--- src/rtl/grid_bilinear_sampler_core_assert.svh ---
// Assertion macros for the sampler RTL, included by gbs_back.
`ifndef GRID_BILINEAR_SAMPLER_CORE_ASSERT_SVH
`define GRID_BILINEAR_SAMPLER_CORE_ASSERT_SVH

// Same-cycle implication, sampled on clk and disabled during rst.
`define GBS_CHECK_IMPL(name, ante, cons) \
  name: assert property (@(posedge clk) disable iff (rst) (ante) |-> (cons)) \
    else $error("sampler assertion failed");

// Next-cycle implication, sampled on clk and disabled during rst.
`define GBS_CHECK_NEXT(name, ante, cons) \
  name: assert property (@(posedge clk) disable iff (rst) (ante) |=> (cons)) \
    else $error("sampler assertion failed");

`endif

--- src/rtl/gbs_pkg.sv ---
// Shared types and constants of the grid bilinear sampler.
`timescale 1ns / 1ps
`default_nettype none
package gbs_pkg;

  localparam int POS_W     = 20;
  localparam int IDX_W     = 12;
  localparam int VAL_W     = 16;
  localparam int GRAD_W    = 18;
  localparam int DIM_W     = 13;
  localparam int CFG_IDX_W = 2;

  localparam logic [DIM_W-1:0] GRID_WIDTH_RST  = 13'd64;
  localparam logic [DIM_W-1:0] GRID_HEIGHT_RST = 13'd64;

  localparam logic signed [VAL_W-1:0]  VAL_MAX  = 16'sh7fff;
  localparam logic signed [VAL_W-1:0]  VAL_MIN  = 16'sh8000;
  localparam logic signed [GRAD_W-1:0] GRAD_MAX = 18'sh1ffff;
  localparam logic signed [GRAD_W-1:0] GRAD_MIN = 18'sh20000;

  typedef enum logic [CFG_IDX_W-1:0] {
    REG_GRID_WIDTH  = 2'd0,
    REG_GRID_HEIGHT = 2'd1
  } cfg_reg_t;

  typedef enum logic {
    OP_WRITE = 1'b0,
    OP_QUERY = 1'b1
  } op_t;

  typedef enum logic {
    STATUS_OK      = 1'b0,
    STATUS_OUTSIDE = 1'b1
  } status_t;

  // Per-stage control of a word travelling down the pipeline.
  typedef struct packed {
    logic query;
    logic oob;
  } stage_ctrl_t;

endpackage
`default_nettype wire

--- src/rtl/gbs_front.sv ---
// Front pipeline: input register, cell split, weights and RAM address generation.
`timescale 1ns / 1ps
`default_nettype none
module gbs_front #(
  parameter int GRID_CELLS = 4096,
  parameter int FRAC_BITS  = 8
) (
  input  logic                               clk,
  input  logic                               rst,
  input  logic                               adv,
  input  logic                               in_valid,
  input  logic                               op,
  input  logic [gbs_pkg::IDX_W-1:0]          cell_index,
  input  logic signed [gbs_pkg::VAL_W-1:0]   cell_value,
  input  logic [gbs_pkg::POS_W-1:0]          pos_x,
  input  logic [gbs_pkg::POS_W-1:0]          pos_y,
  input  logic [gbs_pkg::DIM_W-1:0]          grid_width,
  input  logic [gbs_pkg::DIM_W-1:0]          grid_height,
  output logic                               ram_we,
  output logic [$clog2(GRID_CELLS)-1:0]      ram_waddr,
  output logic [gbs_pkg::VAL_W-1:0]          ram_wdata,
  output logic [$clog2(GRID_CELLS)-1:0]      addr_00,
  output logic [$clog2(GRID_CELLS)-1:0]      addr_10,
  output logic [$clog2(GRID_CELLS)-1:0]      addr_01,
  output logic [$clog2(GRID_CELLS)-1:0]      addr_11,
  output gbs_pkg::stage_ctrl_t               ctrl,
  output logic [FRAC_BITS-1:0]               frac_x,
  output logic [FRAC_BITS-1:0]               frac_y,
  output logic [2*FRAC_BITS:0]               w00,
  output logic [2*FRAC_BITS:0]               w10,
  output logic [2*FRAC_BITS:0]               w01,
  output logic [2*FRAC_BITS:0]               w11
);
  import gbs_pkg::*;

  localparam int AW     = $clog2(GRID_CELLS);
  localparam int CELL_W = POS_W - FRAC_BITS;
  localparam int ROW_W  = CELL_W + DIM_W;
  localparam int IW     = ROW_W + 1;
  localparam int CW     = (IW + 1 > AW + 1) ? IW + 1 : AW + 1;
  localparam int FR_W   = FRAC_BITS + 1;
  localparam int PW     = 2 * FR_W;
  localparam int WT_W   = 2 * FRAC_BITS + 1;
  localparam logic [FR_W-1:0] ONE = FR_W'(1) << FRAC_BITS;

  // Stage 1 registers.
  logic                    s1_valid;
  op_t                     s1_op;
  logic [IDX_W-1:0]        s1_idx;
  logic [VAL_W-1:0]        s1_val;
  logic [POS_W-1:0]        s1_px;
  logic [POS_W-1:0]        s1_py;

  // Stage 2 registers.
  logic                    s2_valid;
  op_t                     s2_op;
  logic [IDX_W-1:0]        s2_idx;
  logic [VAL_W-1:0]        s2_val;
  logic [ROW_W-1:0]        s2_row;
  logic [CELL_W-1:0]       s2_sx;
  logic                    s2_edge;

  logic [CELL_W-1:0]       sx;
  logic [CELL_W-1:0]       sy;
  logic [FRAC_BITS-1:0]    fx;
  logic [FRAC_BITS-1:0]    fy;
  logic [FR_W-1:0]         wx0;
  logic [FR_W-1:0]         wx1;
  logic [FR_W-1:0]         wy0;
  logic [FR_W-1:0]         wy1;
  logic [PW-1:0]           p00;
  logic [PW-1:0]           p10;
  logic [PW-1:0]           p01;
  logic [PW-1:0]           p11;
  logic [ROW_W-1:0]        row_next;
  logic                    edge_next;
  logic [CW-1:0]           base;
  logic [CW-1:0]           base_r;
  logic [CW-1:0]           base_d;
  logic [CW-1:0]           base_dr;
  logic [CW-1:0]           widx;

  assign sx = s1_px[POS_W-1:FRAC_BITS];
  assign sy = s1_py[POS_W-1:FRAC_BITS];
  assign fx = s1_px[FRAC_BITS-1:0];
  assign fy = s1_py[FRAC_BITS-1:0];

  assign row_next  = ROW_W'(sy) * ROW_W'(grid_width);
  assign edge_next = ((CW'(sx) + CW'(1)) >= CW'(grid_width)) ||
                     ((CW'(sy) + CW'(1)) >= CW'(grid_height));

  assign wx0 = ONE - FR_W'(fx);
  assign wx1 = FR_W'(fx);
  assign wy0 = ONE - FR_W'(fy);
  assign wy1 = FR_W'(fy);
  assign p00 = PW'(wx0) * PW'(wy0);
  assign p10 = PW'(wx1) * PW'(wy0);
  assign p01 = PW'(wx0) * PW'(wy1);
  assign p11 = PW'(wx1) * PW'(wy1);

  always_ff @(posedge clk) begin
    if (rst) begin
      s1_valid <= 1'b0;
      s2_valid <= 1'b0;
    end else if (adv) begin
      s1_valid <= in_valid;
      s2_valid <= s1_valid;
    end
  end

  always_ff @(posedge clk) begin
    if (adv) begin
      s1_op  <= op_t'(op);
      s1_idx <= cell_index;
      s1_val <= cell_value;
      s1_px  <= pos_x;
      s1_py  <= pos_y;
      s2_op   <= s1_op;
      s2_idx  <= s1_idx;
      s2_val  <= s1_val;
      s2_row  <= row_next;
      s2_sx   <= sx;
      s2_edge <= edge_next;
      frac_x  <= fx;
      frac_y  <= fy;
      w00     <= p00[WT_W-1:0];
      w10     <= p10[WT_W-1:0];
      w01     <= p01[WT_W-1:0];
      w11     <= p11[WT_W-1:0];
    end
  end

  // Writes and reads both leave from stage 2, so the RAM sees them in arrival order.
  assign base    = CW'(s2_row) + CW'(s2_sx);
  assign base_r  = base + CW'(1);
  assign base_d  = base + CW'(grid_width);
  assign base_dr = base_d + CW'(1);

  assign addr_00 = base[AW-1:0];
  assign addr_10 = base_r[AW-1:0];
  assign addr_01 = base_d[AW-1:0];
  assign addr_11 = base_dr[AW-1:0];

  assign ctrl.query = s2_valid && (s2_op == OP_QUERY);
  assign ctrl.oob   = s2_edge || (base_dr >= CW'(GRID_CELLS));

  assign widx      = CW'(s2_idx);
  assign ram_we    = adv && s2_valid && (s2_op == OP_WRITE) && (widx < CW'(GRID_CELLS));
  assign ram_waddr = widx[AW-1:0];
  assign ram_wdata = s2_val;

endmodule
`default_nettype wire

--- config.mk ---
export PLATFORM = sky130hd
export DESIGN_NAME = gbs_front
export DESIGN_NICKNAME = d
export VERILOG_FILES = /design/src/rtl/grid_bilinear_sampler_core_assert.svh /design/src/rtl/gbs_pkg.sv /design/src/rtl/gbs_front.sv
export SDC_FILE = /design/constraint.sdc
export NUM_CORES = 1
export LEC_CHECK = 0
export ABC_AREA = 1
export BUFFER_PORTS_ARGS = -buffer_cell sky130_fd_sc_hd__buf_2
export CAP_MARGIN = 20
export CELL_PAD_IN_SITES_DETAIL_PLACEMENT = 0
export CELL_PAD_IN_SITES_GLOBAL_PLACEMENT = 1
export CORE_MARGIN = 2
export CORE_UTILIZATION = 40
export DETAILED_ROUTE_END_ITERATION = 8
export PLACE_DENSITY = 0.75
export SYNTH_ARGS = -nofsm -noshare
export SYNTH_HDL_FRONTEND = slang
export SYNTH_SLANG_ARGS = --single-unit
--- constraint.sdc ---
create_clock -name clk -period 9.09 [get_ports clk]
set_input_delay 0 -clock clk [delete_from_list [all_inputs] [get_ports clk]]
set_output_delay 0 -clock clk [all_outputs]
set_load 0.03 [all_outputs]
==> flow_summary.ini <==
[timing]
tightest_slew_ns = 1.03
rsz0062_at_grt = false
slew_viol_final = 0
setup-tns-final_ns = 0
post-route-period-util_pct = 74.1
maxSlewHeadroom_pct = 31.5
final.min_clock_period_ns = 6.74
setup_viol = 0
finalHoldViolCount = 0
clock_skew_ns = 0.0168
clock.fmax_mhz = 148
hold_slack_ns = 0.140

[finish]
fin_nets = 3796
fin_cells = 3960
syn_to_final_growth_pct = 15.1
num_antenna_cells = 0
layout-drive-gt1-share_pct = 12.5
utilization_pct = 46.4
n_fill_cell = 5987

[synthesis]
ys_ff_latch = 218
synth_area_leaders = edfxtp_1 26%, fa_1 23%, ha_1 13%
avgSynthCellArea_um2 = 8.74
syn_inst = 2839
yosysTopAreaCellShare_pct = 26.2
synth_warnings = 0
ys_types = 54
syn-num-nets = 3485
syn_area_um2 = 24800
yosys.area.top_type = edfxtp_1
ys.flop_type = edfxtp_1
synthArstFlopShare_pct = 0
ys_seq_area_share_pct = 26.3
synth_edf_count = 216

[drt]
vias = 19100
vias_per_cell = 4.83
met1_length_um = 27800
wirelength_um = 66600
top_layer = met4
wl_per_cell_um = 16.8
wl_met2_um = 34100
drc = 0
antenna_left = 0
wl_met3_um = 2910
firstDrtPassIters = 5
drt_iter0_drc = 987

[floorplanning]
start_util_pct = 40.3
coreArea_um2 = 61500
die_area_um2 = 64000
die_y_um = 253
num_io_pins = 262
die_x_um = 253
row_count = 91

[clock_tree]
cts_buffers = 27
cts.clk_slew.worst_paths_ns = 0.06
cts_max_level = 1
cts_tree = yes
ctsResizeCount = 0
postCtsHoldBufs = 73
root_buffer = clkbuf_16
clkLatencyLatePin_ns = 0.57
clkSinkCount = 218
postCtsSetupRepairBufs = 0
clock_path_buffers = 3

[hold_path]
hold_depth = 2
min_path_type = in2reg

[placed_design]
place_inst = 3838
io_buffer_count = 260
dp_hpwl_um = 52100
gp_congestion = 0.934

[power_and_ir_drop]
combPwrFrac_pct = 71.7
finalPower_mw = 10.1
p_sw_share_pct = 53.5
p_seq_share_pct = 17.3
p_leak_nw = 15.2
p_sw_mw = 5.41
clockPowerShare_pct = 11.0
power_per_cell_area_nw_per_um2 = 354
ir_drop_uv = 232
p_int_mw = 4.70

[flow_run]
max_cap_viol_count = 0

[worst_setup_path]
crit_type = reg2reg
arrival_ns = 7.05
max_stage_delay_ns = 0.72
rr_worst_depth = 25
critPathTopFamily = adder cells
reg2reg_to = w00[16]$_DFFE_PP_
critPathLaunchType = flip-flop
worstPathMaxFanout = 15
worstSetupEndpoint = w00[16]$_DFFE_PP_
timing.rr.start = s1_py[0]$_DFFE_PP_
crit_slowest_cell = edfxtp_1
critPathMostFrequentCell = inv_1
worstSetupEndpointType = flip-flop
cp.required_ns = 9.40
worstSetupStartpoint = s1_py[0]$_DFFE_PP_
ff2ff_setup_slack_ns = 2.35
path_buf_inv = 6
cp.depth = 25

[global_route]
grt_overflow = 0
grtUsageTotal_pct = 21.5
grt_pass1_vias = 20300
antenna_found_initial = 1
grt_max_degree = 80
grt_pass1_wl_um = 108000

[run_status]
outcome = finished clean
-- metrics by stage --
stage,instance area (um2),setup WS [ns]
CTS,28600,2.40
finish,28600,2.35
floorplan,24800,3.32
global placement,26900,2.59
detailed placement,26900,2.45
global route,28600,1.75
-- cells in the final DEF, fill, tap and decap left out, types with 3 or more instances in the layout --
cell,netlist,layout
o21ai_1,6,6
nand3_2,12,12
a31oi_1,5,5
a211oi_1,3,3
ha_1,266,266
nand3b_1,3,3
clkinv_2,0,5
bufinv_16,0,4
or2_2,3,3
nand2_4,8,8
dlygate4sd3_1,0,73
nor2_2,11,11
o21ai_0,29,29
nand3_1,79,79
o31ai_1,3,3
inv_2,8,8
clkinv_1,9,12
nand2_1,665,665
a21o_1,4,4
xor2_1,86,86
nor2_4,9,9
clkbuf_16,0,27
nand4_1,26,26
buf_2,0,259
nor3_1,16,16
a21oi_1,95,95
o21bai_1,7,7
edfxtp_1,216,216
inv_1,653,653
fa_1,281,281
nand2_2,27,27
xnor2_1,41,41
nor2_1,179,179
clkbuf_1,56,4
buf_4,4,10
-- flip-flops by register name, indices dropped and copies added, names as in the netlist --
signal     cells
s1_px         20
w10           16
s2_sx         12
s1_op          1
ram_wdata     16
s1_idx        12
s2_edge        1
w01           16
s1_val        16
s2_valid       1
s2_row        25
w00           17
s1_valid       1
s1_py         20
s2_op          1
frac_y         8
ram_waddr     12
frac_x         8
w11           15
-- cell families (layout without fill, tap and decap cells) --
family / after synthesis / after routing / share of synthesized area, %
AND/OR/NAND/NOR: 1051 / 1051 / 18.3
buffers and inverters: 732 / 1063 / 11.2
adder cells (fa/ha/maj): 547 / 547 / 36.1
flip-flops: 218 / 218 / 26.3
AO/OA/AOI/OAI: 163 / 163 / 3.64
XOR/XNOR: 127 / 127 / 4.48
other: 1 / 1 / 0.0151
-- final cells by class --
| class | instances | area (um2) | area share (%) |
|---|---|---|---|
| repair buffers | 343 | 2120 | 7.41 |
| flip-flops and latches | 218 | 6530 | 22.9 |
| inverters | 671 | 2520 | 8.83 |
| clock inverters | 18 | 206 | 0.723 |
| well taps | 790 | 988 | 3.46 |
| clock buffers | 31 | 691 | 2.42 |
| multi-input cells | 1889 | 15500 | 54.3 |
-- worst register-to-register path: stages (launching register included) --
cell,delay [ns]
edfxtp_1,0.72
inv_1,0.29
ha_1,0.24
nand4_1,0.16
nor3_1,0.19
inv_1,0.08
nor2_1,0.51
clkinv_1,0.47
nor2_1,0.29
fa_1,0.43
inv_1,0.09
fa_1,0.38
inv_1,0.08
fa_1,0.42
fa_1,0.49
ha_1,0.35
a21oi_1,0.17
inv_1,0.06
a21oi_1,0.27
o21ai_0,0.22
nand3_1,0.12
nand2_1,0.08
a21oi_1,0.14
nor2_1,0.05
nor2_1,0.11
xor2_1,0.08
-- worst min-delay path by stage --
stage,slack [ns],startpoint,end
6_report,0.14,pos_y[0],s1_py[0]$_DFFE_PP_
5_1_grt,0.11,pos_y[16],s1_py[16]$_DFFE_PP_
3_5_place_dp,0.18,pos_y[16],s1_py[16]$_DFFE_PP_
2_1_floorplan,0.07,rst,s1_valid$_SDFFE_PP0P_
4_1_cts,0.1,pos_y[16],s1_py[16]$_DFFE_PP_
3_3_place_gp,0.17,rst,s2_valid$_SDFFE_PP0P_
-- power groups by stage --
stage / combinational [mW] / clock [mW] / sequential (mW)
2_1_floorplan: 5.04 / 0 / 1.97
3_3_place_gp: 7.21 / 0 / 1.77
3_5_place_dp: 7.28 / 0 / 1.78
4_1_cts: 7.37 / 1.15 / 1.76
5_1_grt: 8.20 / 1.18 / 1.78
6_report: 7.25 / 1.11 / 1.75
-- synthesized netlist by cell type (2+ instances only) --
cell      instances
nor2_4            9
nand2_1         665
nor3_1           16
o31ai_1           3
and3_1            2
clkinv_1          9
clkbuf_1         56
nor4_1            2
fa_1            281
nor2_1          179
a31oi_1           5
nand3_2          12
xor2_1           86
inv_2             8
nor2_2           11
nand2_2          27
o21bai_1          7
and2_1            2
nand4_1          26
o21ai_1           6
o221ai_1          2
dfxtp_1           2
a21o_1            4
buf_4             4
nand3b_1          3
or2_2             3
inv_1           653
ha_1            266
edfxtp_1        216
a21oi_1          95
a211oi_1          3
o21ai_0          29
nand3_1          79
xnor2_1          41
nand2_4           8
-- layer usage --
metal | vias up | track usage, %
met1 | 9326 | 26.8
met5 | - | 0
met2 | 403 | 39.1
met3 | 85 | 2.26
li1 | 9326 | -
met4 | 0 | 6.07
No activity file was read; power rests on OpenSTA's default activity.
